**src/rtl/core/bfa_pkg.sv**
```systemverilog
// Shared types and constants for the best-fit block allocator.
// Holds the word structs, opcode and status codes, and the sequencer states.
`default_nettype none

package bfa_pkg;

    localparam int AMT_W = 16;
    localparam int IDX_W = 4;
    localparam int REM_W = 16;

    localparam logic [1:0] OP_APPEND = 2'd0;
    localparam logic [1:0] OP_ALLOC  = 2'd1;
    localparam logic [1:0] OP_CLEAR  = 2'd2;

    localparam logic [2:0] ST_LOADED    = 3'd0;
    localparam logic [2:0] ST_ALLOCATED = 3'd1;
    localparam logic [2:0] ST_NOFIT     = 3'd2;
    localparam logic [2:0] ST_FULL      = 3'd3;
    localparam logic [2:0] ST_CLEARED   = 3'd4;

    typedef struct packed {
        logic [1:0]       opcode;
        logic [AMT_W-1:0] amount;
    } t_in;

    typedef struct packed {
        logic [2:0]       status;
        logic [IDX_W-1:0] block_index;
        logic [REM_W-1:0] remaining;
    } t_out;

    typedef enum logic [1:0] {
        S_IDLE,
        S_SCAN,
        S_WRITE,
        S_DONE
    } t_state;

endpackage

`default_nettype wire

```
**src/rtl/core/best_fit_block_allocator_core.sv**
```systemverilog
// Best-fit block allocator: a block table in RAM scanned by one shared comparator.
// Append, clear, unused opcodes and allocate on an empty table go straight to the done state;
// allocate on a loaded table scans, reading one entry per cycle, then writes back and answers.
// One word is in work at a time, so the next word is taken once the answer is registered;
// a held output register keeps the answer waiting and the input stalled.
// Synchronous active-low reset empties the table and the output. Depends on bfa_pkg, bfa_ram.
`default_nettype none

module best_fit_block_allocator_core
    import bfa_pkg::*;
#(
    parameter int MAX_BLOCKS = 16,
    parameter int SIZE_BITS  = 16
) (
    input  wire logic i_clk,
    input  wire logic i_rst_n,
    input  wire logic i_valid,
    output logic      o_stall,
    input  wire t_in  i_in,
    output logic      o_valid,
    input  wire logic i_stall,
    output t_out      o_out
);

    localparam int AW = $clog2(MAX_BLOCKS);
    localparam int CW = $clog2(MAX_BLOCKS + 1);

    t_state           r_state, n_state;
    logic [CW-1:0]    r_count, n_count;
    logic [SIZE_BITS-1:0] r_amt, n_amt;
    logic [AW-1:0]    r_rd_idx, n_rd_idx;
    logic             r_issue, n_issue;
    logic             r_cmp_vld, n_cmp_vld;
    logic [AW-1:0]    r_cmp_idx, n_cmp_idx;
    logic [AW-1:0]    r_last, n_last;
    logic             r_found, n_found;
    logic [SIZE_BITS-1:0] r_best_val, n_best_val;
    logic [AW-1:0]    r_best_idx, n_best_idx;
    t_out             r_res, n_res;
    logic             r_out_valid, n_out_valid;
    t_out             r_out, n_out;

    logic                 ram_we;
    logic [AW-1:0]        ram_waddr;
    logic [SIZE_BITS-1:0] ram_wdata;
    logic                 ram_re;
    logic [SIZE_BITS-1:0] ram_rdata;
    logic [CW-1:0]        last_full;
    logic [SIZE_BITS-1:0] in_amt;
    logic                 fit;

    bfa_ram #(
        .WIDTH (SIZE_BITS),
        .DEPTH (MAX_BLOCKS)
    ) u_ram (
        .i_clk   (i_clk),
        .i_we    (ram_we),
        .i_waddr (ram_waddr),
        .i_wdata (ram_wdata),
        .i_re    (ram_re),
        .i_raddr (r_rd_idx),
        .o_rdata (ram_rdata)
    );

    assign last_full = r_count - CW'(1);
    assign in_amt    = SIZE_BITS'(i_in.amount);
    assign fit       = (ram_rdata >= r_amt) && (!r_found || (ram_rdata < r_best_val));
    assign o_stall   = (r_state != S_IDLE);
    assign o_valid   = r_out_valid;
    assign o_out     = r_out;

    always_comb begin
        n_state     = r_state;
        n_count     = r_count;
        n_amt       = r_amt;
        n_rd_idx    = r_rd_idx;
        n_issue     = r_issue;
        n_cmp_vld   = r_cmp_vld;
        n_cmp_idx   = r_cmp_idx;
        n_last      = r_last;
        n_found     = r_found;
        n_best_val  = r_best_val;
        n_best_idx  = r_best_idx;
        n_res       = r_res;
        n_out_valid = r_out_valid & i_stall;
        n_out       = r_out;
        ram_we      = 1'b0;
        ram_waddr   = r_best_idx;
        ram_wdata   = r_best_val - r_amt;
        ram_re      = 1'b0;

        unique case (r_state)
            S_IDLE: begin
                if (i_valid) begin
                    n_amt   = in_amt;
                    n_res   = '{status: ST_NOFIT, block_index: '0, remaining: '0};
                    n_state = S_DONE;
                    unique case (i_in.opcode)
                        OP_APPEND: begin
                            if (r_count == CW'(MAX_BLOCKS)) begin
                                n_res.status = ST_FULL;
                            end else begin
                                ram_we    = 1'b1;
                                ram_waddr = r_count[AW-1:0];
                                ram_wdata = in_amt;
                                n_count   = r_count + CW'(1);
                                n_res     = '{status: ST_LOADED,
                                              block_index: IDX_W'(r_count[AW-1:0]),
                                              remaining: REM_W'(in_amt)};
                            end
                        end
                        OP_ALLOC: begin
                            if (r_count != '0) begin
                                n_state   = S_SCAN;
                                n_issue   = 1'b1;
                                n_rd_idx  = '0;
                                n_cmp_vld = 1'b0;
                                n_found   = 1'b0;
                                n_last    = last_full[AW-1:0];
                            end
                        end
                        OP_CLEAR: begin
                            n_count      = '0;
                            n_res.status = ST_CLEARED;
                        end
                        default: begin
                            n_res.status = ST_NOFIT;
                        end
                    endcase
                end
            end
            S_SCAN: begin
                ram_re    = r_issue;
                n_cmp_vld = r_issue;
                n_cmp_idx = r_rd_idx;
                if (r_issue) begin
                    if (r_rd_idx == r_last) begin
                        n_issue = 1'b0;
                    end else begin
                        n_rd_idx = r_rd_idx + AW'(1);
                    end
                end
                if (r_cmp_vld) begin
                    if (fit) begin
                        n_found    = 1'b1;
                        n_best_val = ram_rdata;
                        n_best_idx = r_cmp_idx;
                    end
                    if (r_cmp_idx == r_last) begin
                        n_state = S_WRITE;
                    end
                end
            end
            S_WRITE: begin
                n_state = S_DONE;
                if (r_found) begin
                    ram_we = 1'b1;
                    n_res  = '{status: ST_ALLOCATED,
                               block_index: IDX_W'(r_best_idx),
                               remaining: REM_W'(ram_wdata)};
                end else begin
                    n_res = '{status: ST_NOFIT, block_index: '0, remaining: '0};
                end
            end
            S_DONE: begin
                if (!r_out_valid || !i_stall) begin
                    n_out_valid = 1'b1;
                    n_out       = r_res;
                    n_state     = S_IDLE;
                end
            end
            default: begin
                n_state = S_IDLE;
            end
        endcase
    end

    always_ff @(posedge i_clk) begin
        if (!i_rst_n) begin
            r_state     <= S_IDLE;
            r_count     <= '0;
            r_issue     <= 1'b0;
            r_cmp_vld   <= 1'b0;
            r_out_valid <= 1'b0;
        end else begin
            r_state     <= n_state;
            r_count     <= n_count;
            r_issue     <= n_issue;
            r_cmp_vld   <= n_cmp_vld;
            r_out_valid <= n_out_valid;
        end
    end

    always_ff @(posedge i_clk) begin
        r_amt      <= n_amt;
        r_rd_idx   <= n_rd_idx;
        r_cmp_idx  <= n_cmp_idx;
        r_last     <= n_last;
        r_found    <= n_found;
        r_best_val <= n_best_val;
        r_best_idx <= n_best_idx;
        r_res      <= n_res;
        r_out      <= n_out;
    end

`ifndef NO_ASSERTIONS
    a_count_bound: assert property (@(posedge i_clk) disable iff (!i_rst_n)
        r_count <= CW'(MAX_BLOCKS))
        else $error("Block count exceeds the table depth.");

    a_busy_after_accept: assert property (@(posedge i_clk) disable iff (!i_rst_n)
        (i_valid && !o_stall) |=> o_stall)
        else $error("A new word was taken before the previous one finished.");

    a_scan_in_range: assert property (@(posedge i_clk) disable iff (!i_rst_n)
        (r_state == S_SCAN && r_cmp_vld) |-> (r_cmp_idx <= r_last))
        else $error("The scan compared an entry past the last loaded block.");

    a_best_fits: assert property (@(posedge i_clk) disable iff (!i_rst_n)
        (r_state == S_WRITE && r_found) |-> (r_best_val >= r_amt))
        else $error("The chosen block is smaller than the request.");
`endif

endmodule

`default_nettype wire

```
**src/rtl/core/bfa_ram.sv**
```systemverilog
// Generic single-write, single-read RAM with a registered read port.
// Holds the remaining size of each block; depends on nothing else.
`default_nettype none

module bfa_ram #(
    parameter int WIDTH = 16,
    parameter int DEPTH = 16
) (
    input  wire logic                     i_clk,
    input  wire logic                     i_we,
    input  wire logic [$clog2(DEPTH)-1:0] i_waddr,
    input  wire logic [WIDTH-1:0]         i_wdata,
    input  wire logic                     i_re,
    input  wire logic [$clog2(DEPTH)-1:0] i_raddr,
    output logic      [WIDTH-1:0]         o_rdata
);

    logic [WIDTH-1:0] r_mem [DEPTH];

    always_ff @(posedge i_clk) begin
        if (i_we) begin
            r_mem[i_waddr] <= i_wdata;
        end
        if (i_re) begin
            o_rdata <= r_mem[i_raddr];
        end
    end

endmodule

`default_nettype wire

```
**config.mk**
```make
export PLATFORM = sky130hd
export DESIGN_NAME = best_fit_block_allocator_core
export DESIGN_NICKNAME = d
export VERILOG_FILES = /design/src/rtl/core/bfa_pkg.sv /design/src/rtl/core/best_fit_block_allocator_core.sv /design/src/rtl/core/bfa_ram.sv
export SDC_FILE = /design/constraint.sdc
export NUM_CORES = 1
export LEC_CHECK = 0
export CAP_MARGIN = 15
export CORE_ASPECT_RATIO = 0.8
export CORE_MARGIN = 4
export CORE_UTILIZATION = 63
export CTS_CLUSTER_DIAMETER = 100
export DETAILED_ROUTE_END_ITERATION = 8
export DONT_BUFFER_PORTS = 1
export PLACE_DENSITY = 0.79
export SYNTH_ARGS = -nofsm -noshare
export SYNTH_HDL_FRONTEND = slang
export SYNTH_SLANG_ARGS = --single-unit
```
**constraint.sdc**
```tcl
create_clock -name i_clk -period 4.25 [get_ports i_clk]
set_clock_uncertainty 0.05 [all_clocks]
set_input_delay 1.275 -clock i_clk [delete_from_list [all_inputs] [get_ports i_clk]]
set_output_delay 1.275 -clock i_clk [all_outputs]
set_load 0.1 [all_outputs]
```
==> flow_metrics.py, run 1 <==
metrics = {
    "grt": {
        "grt_pass1_wl_um": 54300,
        "antenna_found_initial": 2,
        "grt_max_degree": 59,
        "grt_overflow": 0,
        "grt_pass1_vias": 9076,
        "grt.total_usage": 0.256,
    },
    "worst_setup_path": {
        "path_max_fanout": 5,
        "slowest_delay_ns": 0.69,
        "cpMostUsedCell": "inv_1",
        "crit_required_ns": 2.92,
        "cp-end-kind": "output port",
        "r2r-end": "u_ram.r_mem[8][1]$_DFFE_PP_",
        "cp.arrival_ns": 1.93,
        "crit_path_top_delay_cell": "inv_1",
        "worstSetupPathType": "flip-flop to output port",
        "cp-start-kind": "flip-flop",
        "path_cells": "inv_1 -> ha_1 -> inv_1",
        "worstRegToRegCells": 7,
        "reg2reg_setup_slack_ns": 1.13,
        "worst_r2r_startpoint": "r_state[0]$_SDFFE_PN0P_",
    },
    "die": {
        "pin_count": 47,
        "dieArea_mm2": 0.0284,
        "core_mm2": 0.0253,
        "start_util": 0.641,
        "rows": 52,
        "die_w_um": 187,
        "die_height_um": 152,
    },
    "timing": {
        "max_freq_ghz": 0.307,
        "worst_pin_slew_ns": 1.09,
        "tns_ns": 0,
        "relSlewSlack": 0.271,
        "setup-violations-final": 0,
        "hold_viol_final": 0,
        "drv_slew": 0,
        "final.period_utilization": 0.765,
        "min_period_ns": 3.25,
        "hold_ws_ns": 0.369,
        "rsz0062_at_grt": "false",
    },
    "clock_network": {
        "cts_buffers": 37,
        "root_buffer": "clkbuf_16",
        "ctsHoldBuffers": 0,
        "cts.sinks": 377,
        "path_clk_slew_ns": 0.06,
        "cts_tree": "done",
        "clk_latency_ns": 0.52,
        "htree_levels": 2,
        "cts_resized": 0,
        "post_cts_buffers": 0,
        "clockBufferDepth": 3,
    },
    "worst_hold_path": {
        "hold_end": "o_out[11]$_DFFE_PP_",
        "worstHoldStart": "r_res[11]$_DFFE_PP_",
        "worstHoldPathCells": 0,
        "hp-class": "flip-flop to flip-flop",
    },
    "routing": {
        "vias": 9100,
        "drt_wl_total_um": 35900,
        "via_per_inst": 6.50,
        "drc": 0,
        "drt_iter0_drc": 1094,
        "dr.pass1.iters": 5,
        "wire_per_inst_um": 25.7,
        "ant_nets": 0,
    },
    "logic_synthesis": {
        "synthesis.area_mm2": 0.0162,
        "ys_seq_area_frac": 0.692,
        "synth_flop_cell": "edfxtp_1",
        "synthArstFlopShare": 0,
        "synth_edf_count": 367,
        "ys_warn_count": 0,
        "syn_nets": 1105,
        "avgSynthCellArea_um2": 15.8,
        "synthDistinctLibCells": 68,
        "synth-seq-cells": 377,
        "syn_inst": 1028,
    },
    "power": {
        "fin_total_pwr_mw": 10.6,
        "total_leakage_power_nw": 6.23,
        "ir_drop_mv": 0.517,
        "pwr_density_cell_mw_per_mm2": 593,
    },
    "placement": {
        "portBuffers": 0,
        "place_congestion": 0.902,
        "dp_cells": 1334,
        "hpwlAfterDp_um": 24100,
    },
    "final_layout": {
        "final_cell_mix": "edfxtp_1 (367), nand2_1 (76), ha_1 (54)",
        "final_cells": 1401,
        "layout.nets": 1126,
        "diodes": 0,
        "area_delta_synth_final_pct": 9.98,
        "layout_commonest_cell": "edfxtp_1",
        "drive_above_1_share": 0.148,
    },
    "outcome": {
        "status": "finished clean",
    },
    "job": {
        "maxCapViolCount": 0,
    },
}
[Yosys cell counts, drive strengths merged, types with 5 or more instances]
library cell / instances / area share
a21o: 12 / 0.0056
mux2: 20 / 0.014
mux4: 32 / 0.044
nand4: 5 / 0.0019
a211oi: 5 / 0.0029
a22oi: 17 / 0.0079
nand3: 6 / 0.0019
nor2: 44 / 0.010
clkbuf: 16 / 0.0043
nor3: 15 / 0.0052
nand2: 76 / 0.018
a21oi: 40 / 0.014
a221oi: 17 / 0.0092
inv: 48 / 0.011
xor2: 13 / 0.0070
mux2i: 53 / 0.033
buf: 26 / 0.010
and2: 7 / 0.0028
a22o: 10 / 0.0054
xnor2: 14 / 0.0076
edfxtp: 367 / 0.68
o21ai: 56 / 0.018
a31oi: 10 / 0.0039
nor3b: 6 / 0.0028
dfxtp: 10 / 0.012
o211ai: 5 / 0.0023
ha: 54 / 0.042
[power breakdown]
group / switching, mW / leakage [nW] / total [mW] / internal, mW
clock: 1.35 / 0.585 / 3.27 / 1.92
combinational: 1.47 / 2.23 / 2.11 / 0.644
sequential: 0.392 / 3.41 / 5.19 / 4.80
total: 3.20 / 6.23 / 10.6 / 7.36
[state kept, by name, indices dropped and copies added, names as in the netlist]
name / cells
r_cmp_idx: 4
r_cmp_vld: 1
r_last: 4
u_ram.o_rdata: 16
r_state: 2
r_rd_idx: 4
r_best_val: 16
o_valid: 1
o_out: 23
u_ram.r_mem: 256
r_best_idx: 4
r_res: 23
r_count: 5
r_issue: 1
r_found: 1
r_amt: 16
[logic make-up after synthesis]
family,after synthesis,synth area share
and+or+nand+nor,178,0.0528
buffers and inverters,90,0.0257
AOI/OAI and AO/OA,196,0.0811
adders and majority gates,55,0.0429
xor gates and xnor gates,27,0.0146
muxes,105,0.0910
DFF,377,0.692
[cell type report]
type / count / area [um2]
repair buffers: 24 / 205
inverters: 48 / 180
fillers: 1558 / 7470
clock buffers: 48 / 1010
well taps: 324 / 405
multi-input cells: 561 / 4620
flip-flops and latches: 377 / 11200
clock inverters: 19 / 196
[through the flow]
| step | utilization | area, um2 | worst slack, ns |
|---|---|---|---|
| after global placement | 0.657 | 16600 | 0.695 |
| after CTS | 0.705 | 17800 | 0.978 |
| final | 0.705 | 17800 | 0.998 |
| after global routing | 0.705 | 17800 | 0.856 |
| after floorplan | - | 16200 | 0.754 |
| after detailed placement | 0.657 | 16600 | 0.608 |
[worst max-delay path by stage]
stage	end	slack, ns	cells past startpoint	startpoint
after floorplan	o_out[0]$_DFFE_PP_	0.75	1	i_stall
after global placement	u_ram.r_mem[8][3]$_DFFE_PP_	0.69	7	i_valid
after detailed placement	u_ram.r_mem[8][5]$_DFFE_PP_	0.61	7	i_valid
after CTS	o_stall	0.98	3	r_state[0]$_SDFFE_PN0P_
after global routing	u_ram.r_mem[8][5]$_DFFE_PP_	0.86	9	r_state[1]$_SDFFE_PN0P_
final	o_stall	1.0	3	r_state[0]$_SDFFE_PN0P_
[worst max-delay path: cells and delay by family (launching register included)]
| kind | cells | cell delay [ns] |
|---|---|---|
| buf+inv | 2 | 0.78 |
| flops | 1 | 0.36 |
| fa+ha+maj | 1 | 0.26 |
[routing by layer]
| metal | part of all wire | vias to the layer above | GRT usage |
|---|---|---|---|
| met3 | 0.11 | 65 | 0.0774 |
| met5 | 0.00075 | - | 0 |
| li1 | - | 4042 | - |
| met2 | 0.47 | 442 | 0.406 |
| met4 | 0.020 | 4 | 0.0627 |
| met1 | 0.41 | 4547 | 0.358 |
Note: power is estimated with default switching activity, not from simulation.
==> run 2, diff against run 1 <==
==> constraint.sdc (replaced) <==
create_clock -name i_clk -period 3.3 [get_ports i_clk]
set_clock_uncertainty 0.05 [all_clocks]
set_input_delay 0.99 -clock i_clk [delete_from_list [all_inputs] [get_ports i_clk]]
set_output_delay 0.99 -clock i_clk [all_outputs]
set_load 0.1 [all_outputs]
==> run 2 against run 1 <==
Wire length decreased by 2.8%. Register-to-register slack lost 0.82 ns. Count of clock-buffer cells in the layout fell by 5. Die area stayed put. Combinational power rose by 27%. Largest cell class unchanged. Setup slack got worse by 0.68 ns. Cell count rose by 2.3%. Critical endpoint is now u_ram.r_mem[15][6]$_DFFE_PP_. Clock power increased by 34%. Power grew 30%.
==> flow_metrics.py, run 2 (same netlist as run 1, synthesis figures left out) <==
metrics = {
    "worst_setup_path": {
        "critPathTopFamily": "simple AND/OR/NAND/NOR gates",
        "cp.arrival_ns": 3.07,
        "crit_buf_inv": 1,
        "crit_required_ns": 3.38,
        "cp-end-kind": "flip-flop",
        "worstSetupPathType": "flip-flop to flip-flop",
        "cp-start-kind": "flip-flop",
        "slowest_delay_ns": 0.87,
        "crit_path_top_delay_cell": "nor2_2",
        "path_cells": "inv_1 -> ha_1 -> nand2_1 -> nor3_1 -> and2_1 -> a31oi_1 -> nor2_2",
        "path_max_fanout": 16,
    },
    "grt": {
        "grt_overflow": 0,
        "grt_pass1_vias": 9522,
        "grt_max_degree": 34,
        "antenna_found_initial": 0,
        "grt.total_usage": 0.253,
        "grt_pass1_wl_um": 55100,
    },
    "die": {
        "start_util": 0.641,
        "core_mm2": 0.0253,
        "die_w_um": 187,
        "dieArea_mm2": 0.0284,
        "die_height_um": 152,
        "pin_count": 47,
        "rows": 52,
    },
    "timing": {
        "hold_ws_ns": 0.368,
        "worst_pin_slew_ns": 1.10,
        "tns_ns": 0,
        "drv_slew": 0,
        "min_period_ns": 2.99,
        "hold_viol_final": 0,
        "setup-violations-final": 0,
        "final.period_utilization": 0.905,
        "max_freq_ghz": 0.335,
        "rsz0062_at_grt": "false",
        "relSlewSlack": 0.265,
    },
    "job": {
        "maxCapViolCount": 0,
    },
    "final_layout": {
        "diodes": 0,
        "layout_commonest_cell": "edfxtp_1",
        "fill_cells": 1518,
        "multi_input_area_mm2": 0.00462,
        "final_cell_mix": "edfxtp_1 (367), nand2_1 (76), ha_1 (54)",
        "regMostFlops": "u_ram.r_mem",
        "final_cells": 1433,
        "area_delta_synth_final_pct": 12.0,
        "drive_above_1_share": 0.178,
        "layout.nets": 1158,
        "seq_area_mm2": 0.0112,
        "largest_reg_flops": 256,
    },
    "routing": {
        "drc": 0,
        "wire_per_inst_um": 24.4,
        "drt_iter0_drc": 1044,
        "drt_wl_total_um": 34900,
        "via_per_inst": 6.45,
        "dr.pass1.iters": 6,
        "vias": 9246,
        "ant_nets": 0,
    },
    "placement": {
        "dp_cells": 1365,
        "portBuffers": 0,
        "place_congestion": 0.915,
        "hpwlAfterDp_um": 23100,
    },
    "clock_network": {
        "htree_levels": 2,
        "clockBufferDepth": 3,
        "cts.sinks": 377,
        "path_clk_slew_ns": 0.06,
        "cts_tree": "done",
        "cts_resized": 0,
        "ctsHoldBuffers": 0,
        "clk_latency_ns": 0.52,
        "post_cts_buffers": 0,
        "cts_buffers": 36,
        "root_buffer": "clkbuf_16",
    },
    "power": {
        "ir_drop_mv": 0.678,
        "switching_share": 0.292,
        "pwr_density_cell_mw_per_mm2": 755,
        "total_leakage_power_nw": 6.43,
        "switching_power_mw": 4.01,
        "p_seq_frac": 0.487,
        "combPwrFrac": 0.195,
        "power.internal_mw": 9.72,
        "clkPwrFrac": 0.319,
    },
    "worst_hold_path": {
        "hp-class": "flip-flop to flip-flop",
    },
    "outcome": {
        "status": "finished clean",
    },
}
==> run 2: final cells by class <==
cell class / instances / share of cell area
clock inverters: 23 / 0.0166
inverters: 48 / 0.00992
flip-flops and latches: 377 / 0.618
repair buffers: 57 / 0.0267
clock buffers: 43 / 0.0527
multi-input cells: 561 / 0.254
well taps: 324 / 0.0223
==> run 2: routing by layer <==
metal | vias to the layer above | GRT usage | routed length [um]
li1 | 4105 | - | -
met3 | 68 | 0.0399 | 2530
met5 | - | 0 | 0
met2 | 433 | 0.428 | 17300
met1 | 4640 | 0.351 | 14400
met4 | 0 | 0.0708 | 786
==> run 2: worst paths after layout <==
path | startpoint | to | slack [ns] | cells after the start
setup reg to reg | r_state[0]$_SDFFE_PN0P_ | u_ram.r_mem[15][6]$_DFFE_PP_ | 0.31 | 7
hold / removal | r_res[2]$_DFFE_PP_ | o_out[2]$_DFFE_PP_ | 0.37 | 0
setup / recovery | r_state[0]$_SDFFE_PN0P_ | u_ram.r_mem[15][6]$_DFFE_PP_ | 0.31 | 7
hold reg to reg | r_res[2]$_DFFE_PP_ | o_out[2]$_DFFE_PP_ | 0.37 | 0
==> run 2: per-stage QoR <==
stage               setup slack, ns  total power, mW  utilization  cell area [um2]
finish                        0.313             13.7        0.718            18200
global route                 0.0491             14.3        0.718            18200
CTS                           0.304             13.8        0.717            18100
detailed placement           0.0347             9.41        0.667            16900
global placement             0.0999             9.30        0.667            16900
floorplan                    0.0894             8.50            -            16200
==> run 2: power by group through the flow <==
stage	Sequential [mW]	Clock, mW	Combinational (mW)
floorplan	6.70	0	1.80
global placement	6.76	0	2.54
detailed placement	6.78	0	2.63
CTS	6.68	4.41	2.66
global route	6.71	4.65	2.93
finish	6.68	4.37	2.67
